### config.mk
export PLATFORM = sky130hd
export DESIGN_NAME = mbap_request_deframer
export DESIGN_NICKNAME = d
export VERILOG_FILES = /design/src/sv/mbap_pkg.sv /design/src/sv/mbap_parser.sv /design/src/sv/mbap_out_buf.sv /design/src/sv/mbap_request_deframer.sv
export SDC_FILE = /design/constraint.sdc
export NUM_CORES = 1
export LEC_CHECK = 0
export BUFFER_PORTS_ARGS = -buffer_cell sky130_fd_sc_hd__buf_4
export CAP_MARGIN = 0
export CORE_UTILIZATION = 60
export CTS_CLUSTER_DIAMETER = 30
export DETAILED_ROUTE_END_ITERATION = 16
export PLACE_DENSITY_LB_ADDON = 0.05
export SKIP_LAST_GASP = 1
export SLEW_MARGIN = 20
export SYNTH_ARGS = -nofsm -noshare
export SYNTH_HDL_FRONTEND = slang
export SYNTH_SLANG_ARGS = --single-unit
### constraint.sdc
create_clock -name clk -period 11.4 [get_ports clk]
set_clock_uncertainty 0.05 [all_clocks]
set_input_delay 1.71 -clock clk [delete_from_list [all_inputs] [get_ports clk]]
set_output_delay 1.71 -clock clk [all_outputs]
set_load 0.03 [all_outputs]
### src/sv/mbap_pkg.sv
// Shared types and constants for the MBAP request deframer.
package mbap_pkg;

  localparam int unsigned HDR_BYTES = 6;
  localparam int unsigned MIN_LEN   = 2;
  localparam int unsigned POS_W     = 17;
  localparam int unsigned MAX_W     = 17;

  localparam logic [MAX_W-1:0] MAX_FRAME_RESET = 17'd260;

  // Operation codes
  localparam logic OP_BYTE    = 1'b0;
  localparam logic OP_RESTART = 1'b1;

  // Result kinds
  localparam logic KIND_PAYLOAD = 1'b0;
  localparam logic KIND_ERROR   = 1'b1;

  // Error codes
  localparam logic [1:0] ERR_NONE      = 2'd0;
  localparam logic [1:0] ERR_PROTO_ID  = 2'd1;
  localparam logic [1:0] ERR_LEN_SHORT = 2'd2;
  localparam logic [1:0] ERR_TOO_LARGE = 2'd3;

  // One result transaction
  typedef struct packed {
    logic        kind;
    logic [7:0]  data_byte;
    logic        first_of_frame;
    logic        last_of_frame;
    logic [15:0] trans_id;
    logic [15:0] frame_length;
    logic [1:0]  error_code;
  } res_t;

endpackage

### src/sv/mbap_parser.sv
// Per-byte MBAP header capture, header check and payload marking.
module mbap_parser (
  input  logic                          clk,
  input  logic                          rst,
  input  logic                          cfg_we,
  input  logic [mbap_pkg::MAX_W-1:0]    cfg_data,
  input  logic                          in_fire,
  input  logic                          operation,
  input  logic [7:0]                    rx_byte,
  output logic                          res_valid,
  output mbap_pkg::res_t                res
);

  logic [mbap_pkg::MAX_W-1:0] max_frame_bytes;
  logic [mbap_pkg::POS_W-1:0] byte_position, byte_position_next;
  logic [47:0]                header_store, header_store_next;
  logic                       closed, closed_next;

  logic [47:0]                hdr_new;
  logic [15:0]                prot_field;
  logic [15:0]                len;
  logic [mbap_pkg::POS_W:0]   frame_total;
  logic [mbap_pkg::POS_W:0]   pos_plus1;
  logic                       in_header;
  logic                       hdr_done;
  logic                       last;

  // Field extraction on the header as it stands after this byte
  assign in_header   = byte_position < mbap_pkg::POS_W'(mbap_pkg::HDR_BYTES);
  assign hdr_new     = in_header ? {header_store[39:0], rx_byte} : header_store;
  assign hdr_done    = in_header &&
                       (byte_position == mbap_pkg::POS_W'(mbap_pkg::HDR_BYTES - 1));
  assign prot_field  = hdr_new[31:16];
  assign len         = hdr_new[15:0];
  assign frame_total = (mbap_pkg::POS_W+1)'(mbap_pkg::HDR_BYTES) + {2'b00, len};
  assign pos_plus1   = {1'b0, byte_position} + 1'b1;
  assign last        = pos_plus1 >= frame_total;

  // Next state and result
  always_comb begin
    byte_position_next = byte_position;
    header_store_next  = header_store;
    closed_next        = closed;
    res_valid          = 1'b0;
    res.kind           = mbap_pkg::KIND_PAYLOAD;
    res.data_byte      = rx_byte;
    res.first_of_frame = 1'b0;
    res.last_of_frame  = 1'b0;
    res.trans_id       = hdr_new[47:32];
    res.frame_length   = len;
    res.error_code     = mbap_pkg::ERR_NONE;

    if (operation == mbap_pkg::OP_RESTART) begin
      byte_position_next = '0;
      header_store_next  = '0;
      closed_next        = 1'b0;
    end else if (!closed) begin
      if (in_header) begin
        header_store_next  = hdr_new;
        byte_position_next = pos_plus1[mbap_pkg::POS_W-1:0];
        if (hdr_done) begin
          res.kind      = mbap_pkg::KIND_ERROR;
          res.data_byte = 8'h00;
          priority if (prot_field != 16'h0000) begin
            res_valid      = 1'b1;
            res.error_code = mbap_pkg::ERR_PROTO_ID;
          end else if (len < 16'(mbap_pkg::MIN_LEN)) begin
            res_valid      = 1'b1;
            res.error_code = mbap_pkg::ERR_LEN_SHORT;
          end else if (frame_total > {1'b0, max_frame_bytes}) begin
            res_valid      = 1'b1;
            res.error_code = mbap_pkg::ERR_TOO_LARGE;
          end else begin
            res_valid = 1'b0;
          end
          closed_next = res_valid;
        end
      end else begin
        res_valid          = 1'b1;
        res.first_of_frame = byte_position == mbap_pkg::POS_W'(mbap_pkg::HDR_BYTES);
        res.last_of_frame  = last;
        byte_position_next = last ? '0 : pos_plus1[mbap_pkg::POS_W-1:0];
      end
    end
  end

  // State registers
  always_ff @(posedge clk) begin
    if (rst) begin
      max_frame_bytes <= mbap_pkg::MAX_FRAME_RESET;
      byte_position   <= '0;
      header_store    <= '0;
      closed          <= 1'b0;
    end else begin
      if (cfg_we) begin
        max_frame_bytes <= cfg_data;
      end
      if (in_fire) begin
        byte_position <= byte_position_next;
        header_store  <= header_store_next;
        closed        <= closed_next;
      end
    end
  end

endmodule

### src/sv/mbap_out_buf.sv
// Output register with a skid stage for the result channel.
module mbap_out_buf (
  input  logic           clk,
  input  logic           rst,
  input  logic           push_valid,
  input  mbap_pkg::res_t push_data,
  output logic           push_ready,
  output logic           pop_valid,
  output mbap_pkg::res_t pop_data,
  input  logic           pop_ready
);

  logic           out_valid;
  mbap_pkg::res_t out_data;
  logic           skid_valid;
  mbap_pkg::res_t skid_data;
  logic           push_fire;
  logic           out_free;

  assign push_ready = !skid_valid;
  assign push_fire  = push_valid && push_ready;
  assign out_free   = !out_valid || pop_ready;
  assign pop_valid  = out_valid;
  assign pop_data   = out_data;

  // Control flags
  always_ff @(posedge clk) begin
    if (rst) begin
      out_valid  <= 1'b0;
      skid_valid <= 1'b0;
    end else if (out_free) begin
      out_valid  <= skid_valid || push_fire;
      skid_valid <= 1'b0;
    end else if (push_fire) begin
      skid_valid <= 1'b1;
    end
  end

  // Payload
  always_ff @(posedge clk) begin
    if (out_free) begin
      out_data <= skid_valid ? skid_data : push_data;
    end else if (push_fire) begin
      skid_data <= push_data;
    end
  end

endmodule

### src/sv/mbap_request_deframer.sv
// Top level of the Modbus TCP MBAP request deframer.
//
// Input channel (in_valid/in_ready): one transaction per received TCP byte
// (operation = 0) or a connection restart (operation = 1). The six MBAP
// header bytes are captured and checked on the sixth byte; a bad header gives
// one error transaction and the parser drops bytes until a restart.
// Output channel (out_valid/out_ready): unit id and PDU bytes with the
// transaction id, length and first/last marks, or an error transaction.
// Config channel (cfg_valid/cfg_ready): writes max_frame_bytes; always ready,
// takes effect at the next header check.
// Throughput: one input byte per cycle while in_ready is high. A result is
// registered into the output register, or into the skid stage while that is held;
// the per-byte work is a counter and a few compares ahead of the output register.
// Stall: when the receiver holds out_ready low, one more result goes into the
// skid stage, then in_ready stays low until the receiver takes the output
// register; it rises again in the cycle after that transaction.
// Reset: position, header and closed flag clear, max_frame_bytes returns to
// 260, both output stages empty.
module mbap_request_deframer (
  input  logic                       clk,
  input  logic                       rst,
  input  logic                       cfg_valid,
  output logic                       cfg_ready,
  input  logic [mbap_pkg::MAX_W-1:0] cfg_data,
  input  logic                       in_valid,
  output logic                       in_ready,
  input  logic                       operation,
  input  logic [7:0]                 rx_byte,
  output logic                       out_valid,
  input  logic                       out_ready,
  output logic                       kind,
  output logic [7:0]                 data_byte,
  output logic                       first_of_frame,
  output logic                       last_of_frame,
  output logic [15:0]                trans_id,
  output logic [15:0]                frame_length,
  output logic [1:0]                 error_code
);

  logic           in_fire;
  logic           res_valid;
  mbap_pkg::res_t res;
  mbap_pkg::res_t out_res;

  assign cfg_ready = 1'b1;
  assign in_fire   = in_valid && in_ready;

  // Byte parser
  mbap_parser u_parser (
    .clk       (clk),
    .rst       (rst),
    .cfg_we    (cfg_valid),
    .cfg_data  (cfg_data),
    .in_fire   (in_fire),
    .operation (operation),
    .rx_byte   (rx_byte),
    .res_valid (res_valid),
    .res       (res)
  );

  // Result register and skid stage
  mbap_out_buf u_out_buf (
    .clk        (clk),
    .rst        (rst),
    .push_valid (in_fire && res_valid),
    .push_data  (res),
    .push_ready (in_ready),
    .pop_valid  (out_valid),
    .pop_data   (out_res),
    .pop_ready  (out_ready)
  );

  assign kind           = out_res.kind;
  assign data_byte      = out_res.data_byte;
  assign first_of_frame = out_res.first_of_frame;
  assign last_of_frame  = out_res.last_of_frame;
  assign trans_id       = out_res.trans_id;
  assign frame_length   = out_res.frame_length;
  assign error_code     = out_res.error_code;

endmodule

==> results.json <==
{
  "synth_ff_type": "edfxtp_1",
  "post_cts_buffers": 0,
  "yosysSeqAreaShare_pct": 51.0,
  "relSlewSlack_pct": 26.9,
  "fin_tns_setup_ns": 0,
  "r2r_start": "u_parser.byte_position[13]",
  "synthDistinctLibCells": 63,
  "yosysMostFrequentCell": "nand2_1",
  "dr.pass1.iters": 5,
  "p_sw_share_pct": 29.4,
  "slowest_delay_ns": 0.80,
  "synthesis.area_mm2": 0.00864,
  "place_ws_ns": 5.96,
  "critPathBufInv": 1,
  "synthTopCellsByArea": "edfxtp_1 31%, dfxtp_1 20%, mux2_2 6.0%",
  "grt_pass1_vias": 6187,
  "die-height_um": 122,
  "peakVddDrop_mv": 0.112,
  "drc": 0,
  "detail-route-antenna-nets": 0,
  "crit_path_top_delay_cell": "nand2b_2",
  "area_growth_pct": 15.2,
  "hp-start": "u_parser.max_frame_bytes[7]",
  "r2r_end": "u_out_buf.skid_data[37]",
  "holdPathEnd": "u_parser.max_frame_bytes[7]",
  "clk_latency_ns": 0.43,
  "tightestPinTransition_ns": 1.10,
  "start_kind": "flop",
  "drt_iter0_markers": 741,
  "ys_ff_latch": 175,
  "rows": 43,
  "fillCellCount": 1024,
  "grt_usage_pct": 29.9,
  "hold_path_depth": 2,
  "hp-class": "flop to flop",
  "nets": 957,
  "yosys.area.top_type": "edfxtp_1",
  "design.die.area_mm2": 0.0149,
  "critPathKind": "flop to flop",
  "utilization_pct": 71.2,
  "antenna_found_initial": 0,
  "tritoncts": "done",
  "die_w_um": 122,
  "cp_max_fo": 44,
  "maxCapViolations": 0,
  "hpwl_um": 14500,
  "seqPwrFrac_pct": 43.9,
  "arrival_ns": 5.25,
  "fin_crit_sh_pct": 45.7,
  "core_area_mm2": 0.0140,
  "syn-num-nets": 901,
  "cts_root_buf": "clkbuf_16",
  "synth-edff-count": 90,
  "ios": 79,
  "critPathCaptureType": "flop",
  "port_buffers": 77,
  "overflow": 0,
  "path_delay_family": "simple AND/OR/NAND/NOR gates",
  "syn_inst": 833,
  "pwr_density_cell_mw_per_mm2": 162,
  "cts.path.max_buffers": 2,
  "grt_pass1_wl_um": 33400,
  "r2r_cells": 13,
  "period_minus_slack_ns": 5.21,
  "power_mw": 1.62,
  "reg2reg_slack_ns": 6.19,
  "cts_buffers": 17,
  "cellLeakagePower_nw": 4.20,
  "drive_gt1_share_pct": 20.5,
  "synthArstFlopShare_pct": 0,
  "avgViaCountPerCell": 6.18,
  "cts_resized": 0,
  "vias": 6688,
  "place_congestion": 0.933,
  "cts.sinks": 175,
  "clock_power_share_pct": 38.7,
  "required_ns": 11.44,
  "status": "completed",
  "path_clk_slew_ns": 0.07,
  "switchingPower_uw": 475,
  "synth_top_area_share_pct": 31.3,
  "initial_core_util_pct": 61.8,
  "postSynthAreaPerCell_um2": 10.4,
  "fmax_mhz": 192,
  "maxSlewViolCount": 0,
  "p_comb_share_pct": 17.3,
  "setup_viol": 0,
  "antenna_cells": 0,
  "wirelength_um": 21300,
  "wl_per_cell_um": 19.7,
  "cts_hold_buf": 0,
  "setup_ws_ns": 6.19,
  "rsz0062_at_grt": "false",
  "ys_warn_count": 0,
  "yosys-top-cells-count": "101 x nand2_1, 91 x nor2_1, 90 x edfxtp_1",
  "crit_path_cell_trace": "nor4_1 > nand4_1 > nand2b_2 > mux2i_1 > xor2_1 > ha_1 > nand4_1 > a21oi_1 > a211oi_1 > o31ai_1 > a21oi_1 > nor3_2 > buf_4",
  "hold_viol": 0,
  "power.internal_mw": 1.14,
  "grt_max_degree": 71,
  "htreeDepth": 4
}
[metal layers]
layer / GRT usage [%] / vias to the layer above / part of all wire [%]
met5: 0 / - / 0
met4: 7.41 / 0 / 1.0
met3: 6.18 / 22 / 7.7
met2: 44.6 / 302 / 45
met1: 44.1 / 3254 / 46
li1: - / 3110 / -
[how the worst max path moves through the flow]
stage / start / to / slack (ns) / depth (start not counted)
6_report: u_parser.byte_position[13] / u_out_buf.skid_data[37] / 6.19 / 13
5_1_grt: u_parser.byte_position[13] / u_out_buf.skid_data[37] / 5.83 / 13
4_1_cts: u_parser.byte_position[12] / u_out_buf.skid_data[37] / 6.21 / 13
3_5_place_dp: rx_byte[3] / u_out_buf.skid_data[32] / 5.96 / 15
3_3_place_gp: rx_byte[1] / u_out_buf.skid_data[22] / 6.04 / 15
2_1_floorplan: rx_byte[1] / u_out_buf.skid_data[0] / 3.85 / 13
[layout by cell type, fill, tap and decap left out, types with 10 or more instances in the layout]
master and instances:
xor2_1 10, inv_1 39, edfxtp_1 90, xnor2_1 16, mux2i_1 27, nor2_1 90
clkbuf_16 20, mux2_2 46, ha_1 37, nand2_1 101, nor3_1 11, nand3_1 18
a22oi_1 53, and2_1 12, buf_4 84, dfxtp_1 85, a21oi_1 12
[flip-flops by register name, indices dropped and copies added, names as in the netlist]
register and cells:
u_out_buf.pop_valid 1, u_out_buf.skid_valid 1, u_parser.closed 1, u_out_buf.skid_data 45
u_out_buf.pop_data 45, u_parser.byte_position 17, u_parser.header_store 48, u_parser.max_frame_bytes 17
[per-stage QoR]
step | instance area (um2) | std cells | hold WS, ns
detailed placement | 9300 | 1050 | 0.435
global placement | 9300 | 1050 | 0.427
floorplan | 8640 | 833 | 0.410
finish | 9960 | 1082 | 0.445
global route | 9960 | 1082 | 0.474
CTS | 9960 | 1082 | 0.450
[logic make-up (layout without fill, tap and decap cells)]
logic type                 after synthesis  after routing  share of synthesized area (%)
DFF                                    175            175                           51.0
muxes                                   75             75                           9.44
buffers and inverters                   91            160                           4.33
AOI/OAI and AO/OA                      144            144                           12.2
other                                    1              1                         0.0434
xor gates and xnor gates                26             26                           2.64
and+or+nand+nor                        284            284                           15.0
adders and majority gates               37             37                           5.36
[power by group through the flow]
stage	logic, mW	clock network [mW]	registers (mW)
5_1_grt	0.303	0.658	0.713
3_5_place_dp	0.274	0	0.724
3_3_place_gp	0.266	0	0.723
2_1_floorplan	0.171	0	0.741
6_report	0.280	0.626	0.710
4_1_cts	0.277	0.633	0.710
[cell type report]
| class | instances | area (um2) | area share, % |
|---|---|---|---|
| inverter | 44 | 165 | 1.66 |
| multi-input combinational | 567 | 3880 | 39.0 |
| clock inverter | 12 | 153 | 1.53 |
| clock buffer | 20 | 500 | 5.03 |
| sequential | 175 | 4400 | 44.2 |
| timing repair buffer | 84 | 631 | 6.33 |
| tap | 180 | 225 | 2.26 |
[worst reg2reg max path, cell delays in order (launching register included)]
cell	delay [ns]
dfxtp_1	0.37
nor4_1	0.46
nand4_1	0.31
nand2b_2	0.80
mux2i_1	0.64
xor2_1	0.21
ha_1	0.34
nand4_1	0.12
a21oi_1	0.16
a211oi_1	0.07
o31ai_1	0.62
a21oi_1	0.17
nor3_2	0.17
buf_4	0.37
No activity file was read; power rests on OpenSTA's default activity.
